==> src/hw/rtl/tlvob_pkg.sv <==
// Shared types and constants of the TLV option list builder and parser.
package tlvob_pkg;

  localparam int unsigned BUF_BYTES      = 256;
  localparam int unsigned MAX_OPTION_LEN = 64;
  localparam int unsigned QUEUE_DEPTH    = 2;

  localparam logic [7:0] SINGLE_LIMIT = 8'd32;
  localparam logic [7:0] FEAT_FIRST   = 8'd32;
  localparam logic [7:0] FEAT_LAST    = 8'd35;

  // operation codes
  localparam logic [2:0] OP_ADD   = 3'd0;
  localparam logic [2:0] OP_FEAT  = 3'd1;
  localparam logic [2:0] OP_DATA  = 3'd2;
  localparam logic [2:0] OP_FIND  = 3'd3;
  localparam logic [2:0] OP_START = 3'd4;
  localparam logic [2:0] OP_NEXT  = 3'd5;

  // status codes
  localparam logic [2:0] ST_OK       = 3'd0;
  localparam logic [2:0] ST_SIZE     = 3'd1;
  localparam logic [2:0] ST_FULL     = 3'd2;
  localparam logic [2:0] ST_TYPE     = 3'd3;
  localparam logic [2:0] ST_NOTFOUND = 3'd4;
  localparam logic [2:0] ST_NOWALK   = 3'd5;
  localparam logic [2:0] ST_BUSY     = 3'd6;
  localparam logic [2:0] ST_NODATA   = 3'd7;

  typedef struct packed {
    logic [2:0] operation;
    logic [7:0] option_type;
    logic [7:0] feature_number;
    logic [7:0] data_length;
    logic [7:0] data_byte;
    logic [7:0] max_data;
  } req_t;

  typedef struct packed {
    logic [2:0] status;
    logic [7:0] found_type;
    logic [7:0] found_length;
    logic [7:0] out_byte;
    logic       byte_valid;
    logic       last;
    logic [8:0] padded_size;
  } rsp_t;

  typedef enum logic [2:0] {
    CL_ADD   = 3'd0,
    CL_FEAT  = 3'd1,
    CL_DATA  = 3'd2,
    CL_FIND  = 3'd3,
    CL_START = 3'd4,
    CL_NEXT  = 3'd5,
    CL_NOP   = 3'd6
  } cls_e;

  typedef struct packed {
    cls_e cls;
    req_t req;
  } cmd_t;

  // queue head handed to the back end
  typedef struct packed {
    logic valid;
    cmd_t cmd;
  } qhead_t;

endpackage

==> src/hw/rtl/tlvob_ram.sv <==
// Generic single write, single read RAM with registered read data.
module tlvob_ram #(
  parameter int unsigned Width = 8,
  parameter int unsigned Depth = 256
) (
  input  logic                     clk_i,
  input  logic                     we_i,
  input  logic [$clog2(Depth)-1:0] waddr_i,
  input  logic [Width-1:0]         wdata_i,
  input  logic [$clog2(Depth)-1:0] raddr_i,
  output logic [Width-1:0]         rdata_o
);

  logic [Width-1:0] mem_q [Depth];
  logic [Width-1:0] rdata_q;

  always_ff @(posedge clk_i) begin
    if (we_i) begin
      mem_q[waddr_i] <= wdata_i;
    end
    rdata_q <= mem_q[raddr_i];
  end

  assign rdata_o = rdata_q;

endmodule

==> src/hw/rtl/tlvob_front.sv <==
// Front end: takes requests, classifies them and queues them for the back end.
module tlvob_front
  import tlvob_pkg::*;
(
  input  logic   clk_i,
  input  logic   rst_ni,
  input  logic   start_i,
  input  req_t   req_i,
  output logic   busy_o,
  output qhead_t head_o,
  input  logic   pop_i
);

  localparam int unsigned PW = $clog2(QUEUE_DEPTH);

  cmd_t        q_mem_q [QUEUE_DEPTH];
  logic [PW-1:0] wr_q, wr_d, rd_q, rd_d;
  logic [PW:0]   cnt_q, cnt_d;
  cmd_t        cmd_in;
  logic        push, pop;

  always_comb begin
    cmd_in.req = req_i;
    case (req_i.operation)
      OP_ADD:   cmd_in.cls = CL_ADD;
      OP_FEAT:  cmd_in.cls = CL_FEAT;
      OP_DATA:  cmd_in.cls = CL_DATA;
      OP_FIND:  cmd_in.cls = CL_FIND;
      OP_START: cmd_in.cls = CL_START;
      OP_NEXT:  cmd_in.cls = CL_NEXT;
      default:  cmd_in.cls = CL_NOP;
    endcase
  end

  assign busy_o = (cnt_q == (PW+1)'(QUEUE_DEPTH));
  assign push   = start_i && !busy_o;
  assign pop    = pop_i && (cnt_q != '0);

  always_comb begin
    wr_d  = push ? ((wr_q == PW'(QUEUE_DEPTH - 1)) ? '0 : wr_q + 1'b1) : wr_q;
    rd_d  = pop  ? ((rd_q == PW'(QUEUE_DEPTH - 1)) ? '0 : rd_q + 1'b1) : rd_q;
    cnt_d = cnt_q + (PW+1)'(push) - (PW+1)'(pop);
  end

  always_ff @(posedge clk_i or negedge rst_ni) begin
    if (!rst_ni) begin
      wr_q  <= '0;
      rd_q  <= '0;
      cnt_q <= '0;
    end else begin
      wr_q  <= wr_d;
      rd_q  <= rd_d;
      cnt_q <= cnt_d;
    end
  end

  always_ff @(posedge clk_i) begin
    if (push) begin
      q_mem_q[wr_q] <= cmd_in;
    end
  end

  assign head_o.valid = (cnt_q != '0);
  assign head_o.cmd   = q_mem_q[rd_q];

endmodule

==> src/hw/rtl/tlvob_back.sv <==
// Back end: executes queued requests against the option store.
module tlvob_back
  import tlvob_pkg::*;
#(
  parameter int unsigned BufBytes = BUF_BYTES
) (
  input  logic       clk_i,
  input  logic       rst_ni,
  input  logic       cfg_valid_i,
  input  logic [8:0] cfg_data_i,
  input  qhead_t     head_i,
  output logic       pop_o,
  output logic       rsp_valid_o,
  output rsp_t       rsp_o
);

  localparam int unsigned AW = $clog2(BufBytes);
  localparam int unsigned CW = $clog2(BufBytes + 1);
  localparam int unsigned SW = ((CW > 9) ? CW : 9) + 1;

  typedef enum logic [5:0] {
    S_IDLE  = 6'b000001,
    S_WLEN  = 6'b000010,
    S_WFEAT = 6'b000100,
    S_TYPE  = 6'b001000,
    S_LEN   = 6'b010000,
    S_DATA  = 6'b100000
  } state_e;

  state_e        state_q, state_d;
  cmd_t          cur_q, cur_d;
  logic [CW-1:0] fill_q, fill_d, wp_q, wp_d, ptr_q, ptr_d;
  logic          walk_q, walk_d, match_q, match_d;
  logic [7:0]    pend_q, pend_d, t_q, t_d, ds_q, ds_d, cnt_q, cnt_d;
  logic [8:0]    cap_q;

  logic          we;
  logic [AW-1:0] waddr, raddr;
  logic [7:0]    wdata, rdata;

  rsp_t          rsp_d, rsp_q;
  logic          rv_d, rv_q;

  logic [SW-1:0] usable, plen, flen, sum_room, nxt;
  logic [7:0]    ds_rd;
  logic [SW-1:0] padded;
  req_t          r;

  tlvob_ram #(.Width(8), .Depth(BufBytes)) u_store (
    .clk_i  (clk_i),
    .we_i   (we),
    .waddr_i(waddr),
    .wdata_i(wdata),
    .raddr_i(raddr),
    .rdata_o(rdata)
  );

  assign r        = head_i.cmd.req;
  assign usable   = (SW'(cap_q) > SW'(BufBytes)) ? SW'(BufBytes) : SW'(cap_q);
  assign plen     = (r.data_length == 8'd0) ? SW'(1) : SW'(r.data_length) + SW'(2);
  assign flen     = SW'(r.data_length) + SW'(3);
  assign ds_rd    = (rdata >= 8'd2) ? rdata - 8'd2 : 8'd0;
  assign nxt      = SW'(ptr_q) + SW'(2) + SW'(ds_rd);

  always_comb begin
    state_d = state_q;
    cur_d   = cur_q;
    fill_d  = fill_q;
    wp_d    = wp_q;
    walk_d  = walk_q;
    pend_d  = pend_q;
    ptr_d   = ptr_q;
    t_d     = t_q;
    ds_d    = ds_q;
    cnt_d   = cnt_q;
    match_d = match_q;
    we      = 1'b0;
    waddr   = fill_q[AW-1:0];
    wdata   = r.option_type;
    raddr   = '0;
    pop_o   = 1'b0;
    rv_d    = 1'b0;
    rsp_d   = '0;
    rsp_d.last = 1'b1;
    sum_room = '0;

    case (state_q)
      S_IDLE: begin
        if (head_i.valid) begin
          pop_o = 1'b1;
          cur_d = head_i.cmd;
          rv_d  = 1'b1;
          rsp_d.status = ST_OK;
          if (head_i.cmd.cls == CL_DATA) begin
            if (pend_q == 8'd0) begin
              rsp_d.status = ST_NODATA;
            end else begin
              we     = 1'b1;
              wdata  = r.data_byte;
              fill_d = fill_q + 1'b1;
              pend_d = pend_q - 1'b1;
            end
          end else if (head_i.cmd.cls == CL_NOP) begin
            rsp_d.status = ST_OK;
          end else if (pend_q != 8'd0) begin
            rsp_d.status = ST_BUSY;
          end else begin
            case (head_i.cmd.cls)
              CL_ADD: begin
                sum_room = SW'(fill_q) + plen;
                if ((r.option_type < SINGLE_LIMIT && r.data_length != 8'd0) ||
                    (r.option_type >= SINGLE_LIMIT && r.data_length == 8'd0) ||
                    plen > SW'(MAX_OPTION_LEN)) begin
                  rsp_d.status = ST_SIZE;
                end else if (sum_room > usable) begin
                  rsp_d.status = ST_FULL;
                end else begin
                  we = 1'b1;
                  if (r.data_length == 8'd0) begin
                    fill_d = fill_q + 1'b1;
                  end else begin
                    rv_d    = 1'b0;
                    state_d = S_WLEN;
                  end
                end
              end
              CL_FEAT: begin
                sum_room = SW'(fill_q) + flen;
                if (r.data_length == 8'd0 || flen > SW'(MAX_OPTION_LEN)) begin
                  rsp_d.status = ST_SIZE;
                end else if (r.option_type < FEAT_FIRST || r.option_type > FEAT_LAST) begin
                  rsp_d.status = ST_TYPE;
                end else if (sum_room > usable) begin
                  rsp_d.status = ST_FULL;
                end else begin
                  we      = 1'b1;
                  rv_d    = 1'b0;
                  state_d = S_WLEN;
                end
              end
              CL_FIND: begin
                if (fill_q == '0) begin
                  rsp_d.status = ST_NOTFOUND;
                end else begin
                  rv_d    = 1'b0;
                  ptr_d   = '0;
                  raddr   = '0;
                  state_d = S_TYPE;
                end
              end
              CL_START: begin
                wp_d   = '0;
                walk_d = 1'b1;
              end
              CL_NEXT: begin
                if (!walk_q) begin
                  rsp_d.status = ST_NOWALK;
                end else if (wp_q >= fill_q) begin
                  rsp_d.status = ST_NOTFOUND;
                end else begin
                  rv_d    = 1'b0;
                  ptr_d   = wp_q;
                  raddr   = wp_q[AW-1:0];
                  state_d = S_TYPE;
                end
              end
              default: rsp_d.status = ST_OK;
            endcase
          end
        end
      end

      S_WLEN: begin
        we    = 1'b1;
        waddr = AW'(fill_q + 1'b1);
        if (cur_q.cls == CL_FEAT) begin
          wdata   = cur_q.req.data_length + 8'd3;
          state_d = S_WFEAT;
        end else begin
          wdata   = cur_q.req.data_length + 8'd2;
          fill_d  = fill_q + CW'(2);
          pend_d  = cur_q.req.data_length;
          rv_d    = 1'b1;
          state_d = S_IDLE;
        end
      end

      S_WFEAT: begin
        we      = 1'b1;
        waddr   = AW'(fill_q + CW'(2));
        wdata   = cur_q.req.feature_number;
        fill_d  = fill_q + CW'(3);
        pend_d  = cur_q.req.data_length;
        rv_d    = 1'b1;
        state_d = S_IDLE;
      end

      S_TYPE: begin
        t_d     = rdata;
        match_d = (cur_q.cls == CL_NEXT) || (rdata == cur_q.req.option_type);
        if (rdata < SINGLE_LIMIT) begin
          if (match_d) begin
            rv_d              = 1'b1;
            rsp_d.found_type  = rdata;
            if (cur_q.cls == CL_NEXT) wp_d = ptr_q + 1'b1;
            state_d = S_IDLE;
          end else if ((ptr_q + 1'b1) >= fill_q) begin
            rv_d         = 1'b1;
            rsp_d.status = ST_NOTFOUND;
            state_d      = S_IDLE;
          end else begin
            ptr_d = ptr_q + 1'b1;
            raddr = AW'(ptr_q + 1'b1);
          end
        end else begin
          raddr   = AW'(ptr_q + 1'b1);
          state_d = S_LEN;
        end
      end

      S_LEN: begin
        ds_d = ds_rd;
        if (!match_q) begin
          if (nxt >= SW'(fill_q)) begin
            rv_d         = 1'b1;
            rsp_d.status = ST_NOTFOUND;
            state_d      = S_IDLE;
          end else begin
            ptr_d   = CW'(nxt);
            raddr   = AW'(nxt);
            state_d = S_TYPE;
          end
        end else if (cur_q.req.max_data < ds_rd) begin
          rv_d               = 1'b1;
          rsp_d.status       = ST_SIZE;
          rsp_d.found_type   = t_q;
          rsp_d.found_length = ds_rd;
          state_d            = S_IDLE;
        end else begin
          if (cur_q.cls == CL_NEXT) wp_d = CW'(nxt);
          if (ds_rd == 8'd0) begin
            rv_d             = 1'b1;
            rsp_d.found_type = t_q;
            state_d          = S_IDLE;
          end else begin
            cnt_d   = '0;
            raddr   = AW'(ptr_q + CW'(2));
            state_d = S_DATA;
          end
        end
      end

      S_DATA: begin
        rv_d               = 1'b1;
        rsp_d.found_type   = t_q;
        rsp_d.found_length = ds_q;
        rsp_d.out_byte     = rdata;
        rsp_d.byte_valid   = 1'b1;
        rsp_d.last         = (cnt_q == ds_q - 1'b1);
        raddr              = AW'(ptr_q + CW'(3) + CW'(cnt_q));
        cnt_d              = cnt_q + 1'b1;
        if (rsp_d.last) state_d = S_IDLE;
      end

      default: state_d = S_IDLE;
    endcase

    padded = (SW'(fill_d) + SW'(3)) & ~SW'(3);
    rsp_d.padded_size = padded[8:0];
  end

  always_ff @(posedge clk_i or negedge rst_ni) begin
    if (!rst_ni) begin
      state_q <= S_IDLE;
      fill_q  <= '0;
      wp_q    <= '0;
      walk_q  <= 1'b0;
      pend_q  <= '0;
      cap_q   <= 9'd256;
      rv_q    <= 1'b0;
    end else begin
      state_q <= state_d;
      fill_q  <= fill_d;
      wp_q    <= wp_d;
      walk_q  <= walk_d;
      pend_q  <= pend_d;
      rv_q    <= rv_d;
      if (cfg_valid_i) cap_q <= cfg_data_i;
    end
  end

  always_ff @(posedge clk_i) begin
    cur_q   <= cur_d;
    ptr_q   <= ptr_d;
    t_q     <= t_d;
    ds_q    <= ds_d;
    cnt_q   <= cnt_d;
    match_q <= match_d;
    rsp_q   <= rsp_d;
  end

  assign rsp_valid_o = rv_q;
  assign rsp_o       = rsp_q;

  a_fill_bound : assert property (@(posedge clk_i) disable iff (!rst_ni)
    fill_q <= CW'(BufBytes)) else $error("fill count beyond store");
  a_walk_bound : assert property (@(posedge clk_i) disable iff (!rst_ni)
    wp_q <= fill_q) else $error("walk position beyond fill");
  a_byte_ok : assert property (@(posedge clk_i) disable iff (!rst_ni)
    rv_q && rsp_q.byte_valid |-> rsp_q.status == ST_OK) else $error("data byte with error");
  a_no_pop_busy : assert property (@(posedge clk_i) disable iff (!rst_ni)
    pop_o |-> state_q == S_IDLE) else $error("dequeue while executing");

endmodule

==> src/hw/rtl/tlv_option_list_builder_parser_top.sv <==
// Top level of the TLV option list builder and parser.
// Flow: an accepted request is written into the front-end queue; the back end pops
//   it in S_IDLE and registers its result; adds with data pass S_WLEN (and S_WFEAT
//   for feature options) first. The queue takes requests while the back end works,
//   until full; find and next read the type, and for longer options the length, of
//   each option visited, then return one data byte per cycle; one store read port.
// Reset: asynchronous, active low; counters, walk and pending count clear, the
//   capacity register returns to 256, store contents stay undefined.
// Results cannot be stalled by the receiver; busy_o holds requests off.
module tlv_option_list_builder_parser_top
  import tlvob_pkg::*;
#(
  parameter int unsigned BufBytes = BUF_BYTES
) (
  input  logic       clk_i,
  input  logic       rst_ni,
  // configuration: usable capacity in bytes
  input  logic       cfg_valid_i,
  output logic       cfg_ready_o,
  input  logic [8:0] cfg_data_i,
  // request channel
  input  logic       start_i,
  input  req_t       req_i,
  output logic       busy_o,
  // result channel
  output logic       rsp_valid_o,
  output rsp_t       rsp_o
);

  qhead_t head;
  logic   pop;

  // capacity writes are always taken
  assign cfg_ready_o = 1'b1;

  // front end: classify and queue requests
  tlvob_front u_front (
    .clk_i  (clk_i),
    .rst_ni (rst_ni),
    .start_i(start_i),
    .req_i  (req_i),
    .busy_o (busy_o),
    .head_o (head),
    .pop_i  (pop)
  );

  // back end: store, walk and result sequencing
  tlvob_back #(.BufBytes(BufBytes)) u_back (
    .clk_i      (clk_i),
    .rst_ni     (rst_ni),
    .cfg_valid_i(cfg_valid_i),
    .cfg_data_i (cfg_data_i),
    .head_i     (head),
    .pop_o      (pop),
    .rsp_valid_o(rsp_valid_o),
    .rsp_o      (rsp_o)
  );

endmodule

==> config.mk <==
export PLATFORM = sky130hd
export DESIGN_NAME = tlv_option_list_builder_parser_top
export DESIGN_NICKNAME = d
export VERILOG_FILES = /design/src/hw/rtl/tlvob_pkg.sv /design/src/hw/rtl/tlvob_ram.sv /design/src/hw/rtl/tlvob_front.sv /design/src/hw/rtl/tlvob_back.sv /design/src/hw/rtl/tlv_option_list_builder_parser_top.sv
export SDC_FILE = /design/constraint.sdc
export NUM_CORES = 2
export LEC_CHECK = 0
export CAP_MARGIN = 10
export CORE_MARGIN = 2
export CORE_UTILIZATION = 55
export CTS_CLUSTER_DIAMETER = 60
export DETAILED_ROUTE_END_ITERATION = 10
export DONT_BUFFER_PORTS = 1
export HOLD_SLACK_MARGIN = 0.12
export PLACE_DENSITY = 0.7
export SYNTH_ARGS = -nofsm -noshare
export SYNTH_HDL_FRONTEND = slang
export SYNTH_HIERARCHICAL = 1
export SYNTH_SLANG_ARGS = --single-unit
==> constraint.sdc <==
create_clock -name clk_i -period 30.3 [get_ports clk_i]
set_input_delay 4.545 -clock clk_i [delete_from_list [all_inputs] [get_ports clk_i]]
set_output_delay 4.545 -clock clk_i [all_outputs]
set_load 0.02 [all_outputs]
==> flow_metrics.tcl <==
set metrics [dict create \
    status "finished, final reports clean" \
    period_minus_slack_ps 11440 \
    cpPeakStageDelay_ps 840 \
    drive_gt1_frac 0.1901 \
    cp.required_ps 30960 \
    ir_drop_uv 75.87 \
    syn_area_um2 93780 \
    path_common_cell "buf_4" \
    via_count 49582 \
    power_leakage_uw 0.03186 \
    num_rows 151 \
    stdcell_count 7471 \
    fin_crit_sh 0.3777 \
    fp.coreArea_um2 169500 \
    first_pass_iters 9 \
    wire_per_inst_um 31.08 \
    hold_violations 0 \
    wl_um 232200 \
    rsz0062_at_grt "no" \
    hpwl_um 142500 \
    die-area_um2 173800 \
    clkLatencyLatePin_ps 850 \
    grt_max_degree 205 \
    cp-end-kind "flop" \
    max_slew_margin 0.1021 \
    cts_buffers 223 \
    port_buffers 0 \
    path_clk_slew_ps 60 \
    die-width_um 416.9 \
    place_area_um2 95960 \
    grt_pass1_vias 48475 \
    yosysWarnings 6 \
    cp-start-kind "flop" \
    max_freq_mhz 87.39 \
    drc 0 \
    syn_to_final_growth_pct 9.755 \
    fill_cells 11832 \
    layout_commonest_cell "edfxtp_1" \
    clockBufferDepth 3 \
    worst-path-max-fanout 42 \
    ant_nets 0 \
    viasPerCell 6.637 \
    io_pins 97 \
    antenna_found_initial 4 \
    ctsHtreeMaxLevel 4 \
    worstHoldPathType "reg -> reg" \
    skew_ps 37.09 \
    postCtsSetupBuffers 0 \
    hold_buffers 0 \
    avgSynthCellArea_um2 18.69 \
    max_cap_viol_count 0 \
    worst_slew_pin_slew_ps 1342 \
    critPathArrivalTime_ps 12100 \
    netlist_instances 5017 \
    crit_type "reg -> reg" \
    final_nets 5252 \
    final_cell_area_um2 102900 \
    cts_tree "yes" \
    grt_pass1_wl_um 338300 \
    cp_top_family "simple AND/OR/NAND/NOR gates" \
    final_cell_mix "edfxtp_1, mux4_2, nor2_1" \
    cts_root_buffer "clkbuf_16" \
    final-setup-viol-count 0 \
    gp_congestion 0.9192 \
    grt_usage 0.2675 \
    crit_buf_inv 6 \
    rrSetupSlack_ps 18860 \
    cts.sinks 2294 \
    start_util 0.5534 \
    postCtsResizedCells 0 \
    tns_ps 0 \
    crit_slowest_cell "a2111oi_0" \
    drv_slew 0 \
    dpl.cell_count 7062 \
    grt.overflow.total 0 \
    p_per_area_nw_per_um2 79.45 \
    drt_iter0_drc 6949 \
    die_y_um 416.9 \
]
registers in the layout (all words and copies together) (netlist names), 8 cells and up:
register / cells
u_back/cap_q: 9
u_back/rsp_o: 36
u_front/q_mem_q: 86
u_back/fill_q: 9
u_back/cur_q: 35
u_back/t_q: 8
u_back/cnt_q: 8
u_back/ds_q: 8
u_back/pend_q: 8
u_back/ptr_q: 9
u_back/wp_q: 9
u_back/u_store/mem_q: 2048
u_back/u_store/rdata_o: 8
path summary, 6_finish.rpt:
kind,start,end,cells after the start
max in group asynchronous,rst_ni,u_back/cap_q[8],0
hold reg to reg,u_front/cnt_q[1],u_front/cnt_q[1],1
setup reg to reg,u_back/u_store/rdata_o[1],u_back/u_store/rdata_o[3],31
setup / recovery,u_back/u_store/rdata_o[1],u_back/u_store/rdata_o[3],31
hold / removal,u_front/cnt_q[1],u_front/cnt_q[1],1
min in group asynchronous,rst_ni,u_front/cnt_q[1],0
stage by stage:
stage | hold slack [ps] | utilization | setup WS (ps) | power, uW
2_1_floorplan | 406.4 | - | 16930 | 5283
3_3_place_gp | 479.6 | 0.5661 | 18560 | 5519
3_5_place_dp | 483.9 | 0.5663 | 18980 | 5572
4_1_cts | 498.3 | 0.6072 | 18960 | 8193
5_1_grt | 514.8 | 0.6073 | 18130 | 8453
6_report | 501.6 | 0.6074 | 18860 | 8178
worst register-to-register path: cells and delay by family (launching register included):
family,cells,cell delay [ps]
xor+xnor,1,210
flops,1,390
compound gates,11,3060
simple gates,8,3450
mux,1,220
fa+ha+maj,4,1060
buf+inv,6,2890
metal layers:
layer  vias up  global-route usage  routed length, um
met3       419             0.05493              23450
met1     25809              0.3880              91910
li1      20565                   -                  -
met2      2787              0.4132             109400
met4         2             0.08339               7467
met5         -                   0                 13
where the power goes:
| part | leakage [uW] | switching (uW) | total [uW] | internal (uW) |
|---|---|---|---|---|
| clock | 0.00340 | 1170 | 2650 | 1490 |
| sequential | 0.0208 | 62.5 | 4210 | 4150 |
| combinational | 0.00765 | 1020 | 1320 | 298 |
cell type report:
cell class / count / area (um^2) / share of cell area
clock inverters: 119 / 1030 / 0.01000
flip-flops and latches: 2294 / 68210 / 0.6627
well taps: 2218 / 2775 / 0.02696
inverters: 78 / 292.8 / 0.002844
multi-input cells: 2371 / 23820 / 0.2314
clock buffers: 285 / 5917 / 0.05748
diodes: 3 / 7.507 / 0.00007293
repair buffers: 103 / 875.8 / 0.008509
Note: power is estimated with default switching activity, not from simulation.
